`config.mk`:
```
export PLATFORM = sky130hd
export DESIGN_NAME = png_header_validator
export DESIGN_NICKNAME = d
export VERILOG_FILES = /design/src/rtl/pngv_pkg.sv /design/src/rtl/pngv_parser.sv /design/src/rtl/png_header_validator.sv
export VERILOG_INCLUDE_DIRS = /design/src /design/src/rtl
export SDC_FILE = /design/constraint.sdc
export NUM_CORES = 1
export LEC_CHECK = 0
export BUFFER_PORTS_ARGS = -buffer_cell sky130_fd_sc_hd__buf_2
export CORE_MARGIN = 4
export CORE_UTILIZATION = 35
export CTS_BUF_LIST = sky130_fd_sc_hd__clkbuf_8
export DETAILED_ROUTE_END_ITERATION = 6
export GPL_ROUTABILITY_DRIVEN = 0
export PLACE_DENSITY = 0.51
export SYNTH_ARGS = -nofsm -noshare
export SYNTH_HDL_FRONTEND = slang
export SYNTH_SLANG_ARGS = --single-unit
```
`constraint.sdc`:
```
create_clock -name clock -period 11.4 [get_ports clock]
set_input_delay 2.28 -clock clock [delete_from_list [all_inputs] [get_ports clock]]
set_output_delay 2.28 -clock clock [all_outputs]
set_load 0.005 [all_outputs]
```
`src/rtl/png_header_validator_macros.svh`:
```
// Assertion macros shared by the PNG header validator RTL.
// Included by the modules that carry concurrent checks; no other dependencies.
`ifndef PNG_HEADER_VALIDATOR_MACROS_SVH
`define PNG_HEADER_VALIDATOR_MACROS_SVH

// Antecedent holds -> consequent holds in the same cycle.
`define PNGV_ASSERT_IMPL(name, clk, rst, ante, cons, msg) \
   name: assert property (@(posedge clk) disable iff (rst) (ante) |-> (cons)) \
      else $error(msg);

// Antecedent holds -> consequent holds in the next cycle.
`define PNGV_ASSERT_NEXT(name, clk, rst, ante, cons, msg) \
   name: assert property (@(posedge clk) disable iff (rst) (ante) |=> (cons)) \
      else $error(msg);

`endif

```
`src/rtl/pngv_pkg.sv`:
```
// Types, constants and the byte-wide CRC-32 step for the PNG header validator.
// No dependencies; imported by every module of the block.
package pngv_pkg;

   localparam int unsigned STATUS_W = 3;
   localparam int unsigned COUNT_W  = 6;

   localparam logic [STATUS_W-1:0] ST_OK         = 3'd0;
   localparam logic [STATUS_W-1:0] ST_BAD_SIG    = 3'd1;
   localparam logic [STATUS_W-1:0] ST_TOO_SHORT  = 3'd2;
   localparam logic [STATUS_W-1:0] ST_BAD_IHDR   = 3'd3;
   localparam logic [STATUS_W-1:0] ST_CRC_ERR    = 3'd4;
   localparam logic [STATUS_W-1:0] ST_BAD_FIELDS = 3'd5;

   localparam logic [31:0] CRC_POLY  = 32'hedb88320;
   localparam logic [31:0] ALL_ONES  = 32'hffffffff;
   localparam logic [31:0] IHDR_TYPE = 32'h49484452;
   localparam logic [31:0] IHDR_LEN  = 32'd13;
   localparam logic [7:0]  MAX_COLOR = 8'd6;

   // File offsets of the header layout
   localparam logic [COUNT_W-1:0] OFS_LEN     = 6'd8;
   localparam logic [COUNT_W-1:0] OFS_TYPE    = 6'd12;
   localparam logic [COUNT_W-1:0] OFS_WIDTH   = 6'd16;
   localparam logic [COUNT_W-1:0] OFS_HEIGHT  = 6'd20;
   localparam logic [COUNT_W-1:0] OFS_DEPTH   = 6'd24;
   localparam logic [COUNT_W-1:0] OFS_COLOR   = 6'd25;
   localparam logic [COUNT_W-1:0] OFS_CRC_END = 6'd28;
   localparam logic [COUNT_W-1:0] OFS_STORED  = 6'd29;
   localparam logic [COUNT_W-1:0] HDR_BYTES   = 6'd33;

   typedef struct packed {
      logic [STATUS_W-1:0] status;
      logic [31:0]         image_width_out;
      logic [31:0]         image_height_out;
   } result_type;

   function automatic logic [7:0] sig_byte(input logic [2:0] idx);
      logic [7:0] b;
      unique case (idx)
         3'd0: b = 8'h89;
         3'd1: b = 8'h50;
         3'd2: b = 8'h4e;
         3'd3: b = 8'h47;
         3'd4: b = 8'h0d;
         3'd5: b = 8'h0a;
         3'd6: b = 8'h1a;
         3'd7: b = 8'h0a;
         default: b = 8'h00;
      endcase
      return b;
   endfunction

   // Eight reflected bit steps; unrolls into one XOR tree
   function automatic logic [31:0] crc_byte(input logic [31:0] c_in, input logic [7:0] b);
      logic [31:0] c;
      c = c_in ^ {24'd0, b};
      for (int k = 0; k < 8; k++) begin
         c = (c >> 1) ^ (CRC_POLY & {32{c[0]}});
      end
      return c;
   endfunction

endpackage

```
`src/rtl/pngv_parser.sv`:
```
// Header parser: byte counter, signature check, field capture and CRC-32.
// Produces the verdict for a final word combinationally; uses pngv_pkg.
`include "png_header_validator_macros.svh"

module pngv_parser
   import pngv_pkg::*;
(
   input  logic       clock,
   input  logic       reset,
   input  logic       step,
   input  logic [7:0] data_byte,
   input  logic       last_byte,
   output result_type result
);

   logic [COUNT_W-1:0] count_ff, count_in, count_upd;
   logic               sig_bad_ff, sig_bad_in, sig_bad_upd;
   logic [31:0]        crc_ff, crc_in, crc_upd;
   logic [31:0]        len_ff, len_in, len_upd;
   logic [31:0]        type_ff, type_in, type_upd;
   logic [31:0]        width_ff, width_in, width_upd;
   logic [31:0]        height_ff, height_in, height_upd;
   logic [7:0]         depth_ff, depth_in, depth_upd;
   logic [7:0]         color_ff, color_in, color_upd;
   logic [31:0]        stored_ff, stored_in, stored_upd;
   logic               crc_ok;

   always_comb begin
      count_upd   = count_ff;
      sig_bad_upd = sig_bad_ff;
      crc_upd     = crc_ff;
      len_upd     = len_ff;
      type_upd    = type_ff;
      width_upd   = width_ff;
      height_upd  = height_ff;
      depth_upd   = depth_ff;
      color_upd   = color_ff;
      stored_upd  = stored_ff;
      // bytes past the header leave everything alone
      if (step && (count_ff < HDR_BYTES)) begin
         priority if (count_ff < OFS_LEN) begin
            if (data_byte != sig_byte(count_ff[2:0])) sig_bad_upd = 1'b1;
         end else if (count_ff < OFS_TYPE) begin
            len_upd = {len_ff[23:0], data_byte};
         end else if (count_ff < OFS_WIDTH) begin
            type_upd = {type_ff[23:0], data_byte};
         end else if (count_ff < OFS_HEIGHT) begin
            width_upd = {width_ff[23:0], data_byte};
         end else if (count_ff < OFS_DEPTH) begin
            height_upd = {height_ff[23:0], data_byte};
         end else if (count_ff == OFS_DEPTH) begin
            depth_upd = data_byte;
         end else if (count_ff == OFS_COLOR) begin
            color_upd = data_byte;
         end else if (count_ff >= OFS_STORED) begin
            stored_upd = {stored_ff[23:0], data_byte};
         end else begin
            // filter, compression and interlace bytes: CRC only
         end
         if ((count_ff >= OFS_TYPE) && (count_ff <= OFS_CRC_END)) begin
            crc_upd = crc_byte(crc_ff, data_byte);
         end
         count_upd = count_ff + 6'd1;
      end
   end

   // A final word returns all state to reset for the next file
   always_comb begin
      if (step && last_byte) begin
         count_in   = '0;
         sig_bad_in = 1'b0;
         crc_in     = ALL_ONES;
         len_in     = '0;
         type_in    = '0;
         width_in   = '0;
         height_in  = '0;
         depth_in   = '0;
         color_in   = '0;
         stored_in  = '0;
      end else begin
         count_in   = count_upd;
         sig_bad_in = sig_bad_upd;
         crc_in     = crc_upd;
         len_in     = len_upd;
         type_in    = type_upd;
         width_in   = width_upd;
         height_in  = height_upd;
         depth_in   = depth_upd;
         color_in   = color_upd;
         stored_in  = stored_upd;
      end
   end

   // The CRC stops at offset 28, so the registered value is final once
   // all 33 bytes are in; only the stored CRC may take its last byte now.
   always_comb begin
      crc_ok = 1'b0;
      priority if (count_upd < OFS_LEN) begin
         result.status = ST_TOO_SHORT;
      end else if (sig_bad_upd) begin
         result.status = ST_BAD_SIG;
      end else if (count_upd < HDR_BYTES) begin
         result.status = ST_TOO_SHORT;
      end else if ((type_upd != IHDR_TYPE) || (len_upd != IHDR_LEN)) begin
         result.status = ST_BAD_IHDR;
      end else if (stored_upd != ~crc_ff) begin
         result.status = ST_CRC_ERR;
      end else begin
         crc_ok = 1'b1;
         if ((width_upd == '0) || (height_upd == '0) || (depth_upd == '0) ||
             (color_upd > MAX_COLOR)) begin
            result.status = ST_BAD_FIELDS;
         end else begin
            result.status = ST_OK;
         end
      end
      result.image_width_out  = crc_ok ? width_upd  : '0;
      result.image_height_out = crc_ok ? height_upd : '0;
   end

   always_ff @(posedge clock) begin
      if (reset) begin
         count_ff   <= '0;
         sig_bad_ff <= 1'b0;
         crc_ff     <= ALL_ONES;
         len_ff     <= '0;
         type_ff    <= '0;
         width_ff   <= '0;
         height_ff  <= '0;
         depth_ff   <= '0;
         color_ff   <= '0;
         stored_ff  <= '0;
      end else begin
         count_ff   <= count_in;
         sig_bad_ff <= sig_bad_in;
         crc_ff     <= crc_in;
         len_ff     <= len_in;
         type_ff    <= type_in;
         width_ff   <= width_in;
         height_ff  <= height_in;
         depth_ff   <= depth_in;
         color_ff   <= color_in;
         stored_ff  <= stored_in;
      end
   end

   `PNGV_ASSERT_IMPL(a_count_sat, clock, reset, 1'b1, count_ff <= HDR_BYTES, "byte count overran")
   `PNGV_ASSERT_NEXT(a_clear_after_last, clock, reset, step && last_byte, (count_ff == '0) && (crc_ff == ALL_ONES), "state not cleared after final word")
   `PNGV_ASSERT_NEXT(a_idle_holds, clock, reset, !step, (count_ff == $past(count_ff)) && (crc_ff == $past(crc_ff)), "state moved without a word")

endmodule

```
`src/rtl/png_header_validator.sv`:
```
// Top level of the PNG header validator: input stage, parser, result register.
// Uses pngv_pkg, pngv_parser and the assertion macro header.
//
//  channel | dir | handshake            | payload
//  req     | in  | req_tvalid/tready    | tdata = data_byte, tlast = last_byte
//  rsp     | out | rsp_tvalid/tready    | tdata = status, width, height
//
// One word per cycle is taken unless a waiting result holds back a final word; a verdict
// leaves through the input register, then the result register.
// Reset is synchronous and clears the stage valids and the parser state.
// A waiting result stalls only final words, and new words wait behind a stalled one.
`include "png_header_validator_macros.svh"

module png_header_validator
   import pngv_pkg::*;
(
   input  logic        clock,
   input  logic        reset,
   input  logic        req_tvalid,
   output logic        req_tready,
   input  logic [7:0]  req_tdata,   // [7:0] data_byte
   input  logic        req_tlast,   // last_byte
   output logic        rsp_tvalid,
   input  logic        rsp_tready,
   output logic [71:0] rsp_tdata    // [2:0] status, [34:3] width, [66:35] height, zero pad
);

   logic       s1_valid_ff, s1_valid_in;
   logic [7:0] s1_data_ff;
   logic       s1_last_ff;
   logic       advance;
   logic       req_accept;
   logic       rsp_valid_ff, rsp_valid_in;
   result_type rsp_data_ff, verdict;

   assign advance    = s1_valid_ff && (!s1_last_ff || !rsp_valid_ff || rsp_tready);
   assign req_tready = !s1_valid_ff || advance;
   assign req_accept = req_tvalid && req_tready;

   pngv_parser u_parser (
      .clock     (clock),
      .reset     (reset),
      .step      (advance),
      .data_byte (s1_data_ff),
      .last_byte (s1_last_ff),
      .result    (verdict)
   );

   always_comb begin
      priority if (req_accept) s1_valid_in = 1'b1;
      else if (advance)        s1_valid_in = 1'b0;
      else                     s1_valid_in = s1_valid_ff;

      priority if (advance && s1_last_ff) rsp_valid_in = 1'b1;
      else if (rsp_tready)                rsp_valid_in = 1'b0;
      else                                rsp_valid_in = rsp_valid_ff;
   end

   always_ff @(posedge clock) begin
      if (reset) begin
         s1_valid_ff  <= 1'b0;
         rsp_valid_ff <= 1'b0;
      end else begin
         s1_valid_ff  <= s1_valid_in;
         rsp_valid_ff <= rsp_valid_in;
      end
   end

   // payload: load on acceptance (result: on a final word's advance), hold otherwise
   always_ff @(posedge clock) begin
      if (req_accept) begin
         s1_data_ff <= req_tdata;
         s1_last_ff <= req_tlast;
      end
      if (advance && s1_last_ff) begin
         rsp_data_ff <= verdict;
      end
   end

   assign rsp_tvalid = rsp_valid_ff;
   assign rsp_tdata  = {5'd0, rsp_data_ff.image_height_out,
                        rsp_data_ff.image_width_out, rsp_data_ff.status};

   `PNGV_ASSERT_NEXT(a_rsp_from_last, clock, reset, !rsp_valid_ff && !(advance && s1_last_ff), !rsp_valid_ff, "result appeared without a final word")
   `PNGV_ASSERT_IMPL(a_dims_need_crc, clock, reset, rsp_valid_ff && ((rsp_data_ff.image_width_out != '0) || (rsp_data_ff.image_height_out != '0)), (rsp_data_ff.status == ST_OK) || (rsp_data_ff.status == ST_BAD_FIELDS), "dimensions reported without a CRC pass")
   `PNGV_ASSERT_NEXT(a_stage_holds, clock, reset, s1_valid_ff && !advance, s1_valid_ff && (s1_data_ff == $past(s1_data_ff)) && (s1_last_ff == $past(s1_last_ff)), "stalled input word lost")

endmodule
```
After elaboration in Yosys (flattened, before gate mapping)

Memories as Yosys holds them, arrays and structs flattened. A register that Yosys moved wholly into a read port is not among the register bits.
Index checks and enable logic that the tools add are counted.
Widths: inputs -> output; s select.

$add $sub $neg: 1
Order comparisons: 12
Equal/unequal tests: 6
Muxes and demuxes: 63
Bitwise gates (word level): 10
Reduce and logical (&&, ||, !) cells: 23

Operators with widths:

| cell                 | count |
|---|---|
| $mux 32              | 27 |
| $xor 31x32->32       | 8 |
| $mux 8               | 17 |
| $logic_not 32->1     | 2 |
| $ne 32x31->1 const B | 1 |
| $ne 32x32->1         | 1 |
| $ne 32x4->1 const B  | 1 |
| $not 32->32          | 1 |
| $xor 32x8->32        | 1 |
| $lt 6x4->1 const B   | 3 |
| $lt 6x5->1 const B   | 3 |
| $eq 6x5->1 const B   | 2 |
| $lt 6x6->1 const B   | 2 |
| $mux 1               | 12 |
| $mux 3               | 3 |
| $gt 8x3->1 const B   | 1 |
| $logic_not 8->1      | 1 |
| $ne 8x8->1           | 1 |
| $logic_or 1x1->1     | 7 |
| $add 6x1->6 const B  | 1 |
| $ge 6x4->1 const B   | 1 |
| $ge 6x5->1 const B   | 1 |
| $le 6x5->1 const B   | 1 |
| $mux 2               | 3 |
| 7 further kinds      | 14 |

Register bits: 293
Memory bits (read-only): 56
Output and inout bits: 74
Word-level logic and storage cells: 134
Memories kept: 1

Memories:

| memory           | depth | width | read ports | clocked after Yosys merged registers in | wr ports | RTL line       | text |
|---|---|---|---|---|---|---|---|
| (name not given) | 8     | 7     | 1          | 1                                       | 0        | pngv_pkg.sv:40 | `unique case (idx)` |

Depth between registers and ports, before layout

Depth after elaboration: 16
Gate-level depth with buffers: 14
Depth with buffers taken out: 10

Modules after synthesis

Synthesis repeated with hierarchy kept, for this count alone.

Cell total of the unflattened synthesis: 1263
Area total of the unflattened synthesis: 12613.3 µm²

Modules (own cells, without submodules):

| module               | instances | cells each | area each (µm²) | sequential area each (µm²) |
|---|---|---|---|---|
| pngv_parser          | 1         | 1169       | 10186.0         | 4444.3 |
| png_header_validator | 1         | 94         | 2427.3          | 2322.2 |

Worst setup path after synthesis

Ideal clock, no wire load.

Path kind: input port to flip-flop
From: in rsp_tready
To: reg (tool-made name)
Setup time: 0.121 ns
Arrival: 5.352 ns
Data required time: 11.279 ns
Setup slack: 5.927 ns
Cell stages on the path: 8
Path buffers: 2
Path through: nand2b_1 > and3_1 > or2_2 > clkbuf_1 > clkbuf_1 > nor2_1 > ha_1 > mux2_2

RTL lines:

| element     | RTL line                   | text |
|---|---|---|
| from (decl) | png_header_validator.sv:24 | `input logic rsp_tready,` |

Worst setup path after layout

From: in rsp_tready
To: reg rsp_data_ff (netlist bit rsp_tdata[35]), data pin

Word-level cells in the longest chain between the ends: 10
Elaborated cells between the ends (all ways): 20
Those cells by class: order compare (2); eq/ne (3); mux (11); reduce/logical (4)

RTL lines:

| element                                    | RTL line                               | text |
|---|---|---|
| $logic_or 1x1->1 (*)                       | png_header_validator.sv:36             | `assign advance = s1_valid_ff && (!s1_last_ff \|\| !rsp_valid_ff \|\| rsp_tready);` |
| $logic_and 1x1->1 (*)                      | png_header_validator.sv:36             |  |
| $logic_and 1x1->1 (*)                      | pngv_parser.sv:40                      | `if (step && (count_ff < HDR_BYTES)) begin` |
| $mux 32                                    | pngv_parser.sv:40                      |  |
| $ne 32x32->1 (tied with other cells)       | pngv_parser.sv:106                     | `end else if (stored_upd != ~crc_ff) begin` |
| $mux 1 or $logic_or 1x1->1 (tied branches) | pngv_parser.sv:106, pngv_parser.sv:104 |  |
| $mux 1                                     | pngv_parser.sv:104                     | `end else if ((type_upd != IHDR_TYPE) \|\| (len_upd != IHDR_LEN)) begin` |
| $mux 1                                     | pngv_parser.sv:102                     | `end else if (count_upd < HDR_BYTES) begin` |
| $mux 1                                     | pngv_parser.sv:100                     | `end else if (sig_bad_upd) begin` |
| $mux 1                                     | pngv_parser.sv:98                      | `priority if (count_upd < OFS_LEN) begin` |
| to (signal assigned)                       | png_header_validator.sv:76             | `rsp_data_ff <= verdict;` |
| to (decl)                                  | png_header_validator.sv:34             | `result_type rsp_data_ff, verdict;` |

Mark *: on every way between the ends. The rest lies on a longest branch, timed or not.
A chain may end at the register's enable or synchronous reset.

==> impl_results.rst <==
.. list-table::
   :header-rows: 1

   * - Metric
     - Value
   * - Status
     - finished, final reports clean
   * - Total number of clock tree sinks
     - 300
   * - Number of slew-limit violations in the final report
     - 0
   * - Die Span X
     - 203 µm
   * - Max Clk Rate
     - between 150 and 200 MHz
   * - Power density normalized to cell area
     - around 140 nW/µm²
   * - Via total after detailed routing
     - 10152
   * - Xor-xnor portion of the synthesized cell area
     - 5.12%
   * - Netlist Area Pre-Place
     - between 10000 and 15000 µm²
   * - Area overhead of the layout relative to synthesis
     - 14.2%
   * - Post-synth EDFFs
     - 76
   * - Simple-gate share of the synthesized area
     - 23.6%
   * - Largest fanout on the critical path
     - 64
   * - Worst vdd rail ir drop
     - around 0.00007 V
   * - Min-delay worst type
     - reg -> reg
   * - Mean routed wirelength per cell
     - 16.8 µm
   * - Share of synthesized area spent on multiplexers
     - 8.87%
   * - Highest cell delay on the worst timing path
     - 0.83 ns
   * - Mean instance size in the synthesized netlist
     - 9.54 µm²
   * - Number of antenna violations at the first check in global routing
     - 1
   * - Clock skew
     - about 0.039 ns
   * - Cell Chain, Critical Path
     - buf_2 > nand3b_1 > o211a_1 > buf_4 > nand2_1 > mux2i_1 > xor2_1 > nor4b_1 > nand4_4 > nor2_1
   * - Top FF cell, synth
     - dfxtp_1
   * - Bufs and invs on worst path
     - 2
   * - Dominant combinational cell family by area after synthesis
     - simple AND/OR/NAND/NOR gates
   * - Required time worst endpoint
     - 11.83 ns
   * - Largest net degree at the start of global routing
     - 101
   * - Data arrival at the endpoint of the critical path
     - 6.53 ns
   * - Die Area
     - 41300 µm²
   * - Worst setup EP type
     - flop
   * - Core region area
     - ~38000 µm²
   * - Total area of multi-input combinational cells
     - 6190 µm²
   * - Final standard cell count with taps included and fillers excluded
     - 2016
   * - Share of synthesized area occupied by flip-flops and latches
     - 50.7%
   * - PostCTS Resize Cnt
     - 0
   * - Post-CTS setup buffer count
     - 0
   * - Sum of routed wire length over all layers
     - 33.9 mm
   * - Number of fillers in the final layout
     - 3801
   * - Overall routing resource usage
     - 16.2%
   * - Measured slew at the worst slew-check pin
     - 1.07 ns
   * - Total congestion overflow after global routing
     - 0
   * - Layout cells sized above 1
     - 12.8%
   * - Slowest cell on the critical path
     - nand4_4
   * - Placed Cells
     - 1922
   * - Clock tree from TritonCTS
     - done
   * - Detailed-route vias per instance
     - 5.04
   * - CTS Buf Count
     - 52
   * - DP Wirelength
     - 21.9 mm
   * - Number of violations of the max-capacitance limit
     - 0
   * - Number of port buffers
     - 81
   * - Relative slew margins
     - 28.6%
   * - Number of buffers between clock root and the deepest sink
     - 3
   * - Ports placed on the boundary
     - just under 90
   * - Final net count
     - 1486
   * - Final number of setup-violating endpoints
     - 0
   * - Number of search-and-repair iterations in the first detailed-routing pass
     - 7
   * - Clock input transition at the sequential cells of the worst setup and hold paths
     - 0.06 ns
   * - Async set-reset flop share out of synthesis
     - 0%
   * - Total of warnings raised by yosys
     - 0
   * - Clock latency reported for the late side of the worst-skew pair
     - between 0.6 and 0.7 ns
   * - DRC violations left
     - 0
   * - Adder-Cell Fraction of Synth Area
     - 0.750%
   * - Min Tclk post-route
     - ~6.1 ns
   * - Hold bufs inserted after CTS
     - 0
   * - Number of nets with antenna violations after detailed routing
     - 0
   * - Wire length of the first global-routing pass
     - 54.2 mm
   * - Iteration-0 DRC count of the detailed router
     - 797
   * - Final-report hold violation count
     - 0
   * - Number of flip-flops and latches in the synthesized netlist
     - 300
   * - Type of element launching the critical path
     - input pin
   * - Clock root cell
     - clkbuf_8
   * - Cell leakage power
     - 0.00566 µW
   * - Register Area
     - 6770 µm²
   * - Number of rows in the core area
     - 71
   * - Tcrit/Tclk final
     - a little over half
   * - Kind of critical path
     - in -> reg
   * - Number of standard cells after synthesis
     - 1399
   * - Htree depth
     - 2
   * - CP delay by family, top
     - simple AND/OR/NAND/NOR gates
   * - Number of distinct library cell variants in the gate-level netlist after synthesis
     - 56
   * - Share of the synthesized area in compound gates (AO/OA/AOI/OAI)
     - 7.65%
   * - Setup repair after global routing missed its margin
     - false
   * - Die extent in y
     - 203 µm
   * - Starting density of the core
     - 35.4%
   * - Sum Neg Setup Slack
     - 0 ns
   * - Number of global-route vias before repair
     - 9679
==> worst min-delay path, delay by kind of cell, from the launching register on <==
family / cells / cell delay, ns
AND/OR/NAND/NOR: 1 / 0.05
flip-flops: 1 / 0.31
AO/OA/AOI/OAI: 1 / 0.05
==> state kept, by name, indices dropped and copies added, names as in the netlist, named ones only <==
signal and flops:
u_parser.depth_ff 8, u_parser.crc_ff 32, s1_data_ff 8, u_parser.color_ff 8, s1_valid_ff 1, u_parser.height_ff 32
u_parser.stored_ff 32, u_parser.sig_bad_ff 1, u_parser.len_ff 32, u_parser.type_ff 32, rsp_tvalid 1, u_parser.width_ff 32
s1_last_ff 1, rsp_tdata 67, u_parser.count_ff 6
==> cells in the mapped netlist (15+ instances only) <==
cell type	n	area (µm²)
nor2b_1	66	413
xor2_1	37	324
nand3_1	26	130
nand4_1	25	156
buf_2	15	75.1
mux2i_1	116	1160
edfxtp_1	76	2280
nand2_1	170	638
clkbuf_1	64	240
nand4b_1	38	333
nor4_1	41	257
xnor2_1	41	359
o22ai_1	26	163
a21oi_1	69	345
nor2_1	206	773
o211ai_1	40	300
dfxtp_1	224	4480
==> cells by family after synthesis <==
family          count (synthesis)
buf+inv                       103
flops                         300
mux                           118
simple gates                  629
other cells                     1
xor+xnor                       78
compound gates                162
fa+ha+maj                       8
==> where the power goes <==
group | total [µW] | switching [µW] | internal [µW]
clock | 967 | 446 | 521
combinational | 112 | 73.6 | 38.2
sequential | 1110 | 5.73 | 1100
total | 2190 | 525 | 1660
==> metrics by stage <==
step	total power, µW	cell area [µm²]	setup slack, ns	utilization [%]	hold slack [ns]
2_1_floorplan	1210	13400	5.93	-	0.431
3_3_place_gp	1250	14200	4.87	37.7	0.440
3_5_place_dp	1240	14200	4.69	37.7	0.448
4_1_cts	2220	15200	5.34	40.4	0.456
5_1_grt	2280	15200	4.96	40.4	0.493
6_report	2190	15200	5.30	40.5	0.451
==> cell usage in the layout (no fill, tap or decap), types with 5 or more instances in the layout <==
cell type and n:
nor2b_1 66, buf_4 21, o21ai_0 8, nand2b_1 5, nor4b_1 9, conb_1 5
or4_1 7, and2_1 5, nor3_1 7, mux2i_1 116, ha_1 8, nand4b_1 38
xor2_1 37, nand4_1 25, nand2_1 170, edfxtp_1 76, inv_1 29, nor2_1 204
clkbuf_8 66, nand3_1 25, xnor2_1 41, o22ai_1 26, buf_2 81, dfxtp_1 224
nor4_1 39, o211ai_1 40, a21oi_1 69
==> area by class of cell <==
| class | count | area share [%] |
|---|---|---|
| inverter | 9 | 0.222 |
| multi-input combinational | 1000 | 40.6 |
| antenna | 1 | 0.0164 |
| tap | 511 | 4.20 |
| timing repair buffer | 102 | 3.70 |
| clock buffer | 66 | 5.96 |
| sequential | 300 | 44.4 |
| clock inverter | 27 | 0.887 |
==> worst paths after layout <==
kind,from,cells past startpoint,to,slack (ns)
worst max-delay path,rsp_tready,10,rsp_tdata[35],5.30
worst min-delay path,u_parser.type_ff[30],2,u_parser.type_ff[30],0.45
worst max register to register,u_parser.count_ff[0],11,rsp_tdata[35],6.42
worst min register to register,u_parser.type_ff[30],2,u_parser.type_ff[30],0.45
==> routing by layer <==
| layer | share of wire, % | vias up | global-route usage (%) |
|---|---|---|---|
| li1 | - | 5071 | - |
| met1 | 50 | 4812 | 24.1 |
| met2 | 43 | 219 | 24.5 |
| met3 | 4.6 | 50 | 2.86 |
| met4 | 1.7 | 0 | 3.90 |
| met5 | 0 | - | 0 |
(Power assumes the default switching activity.)
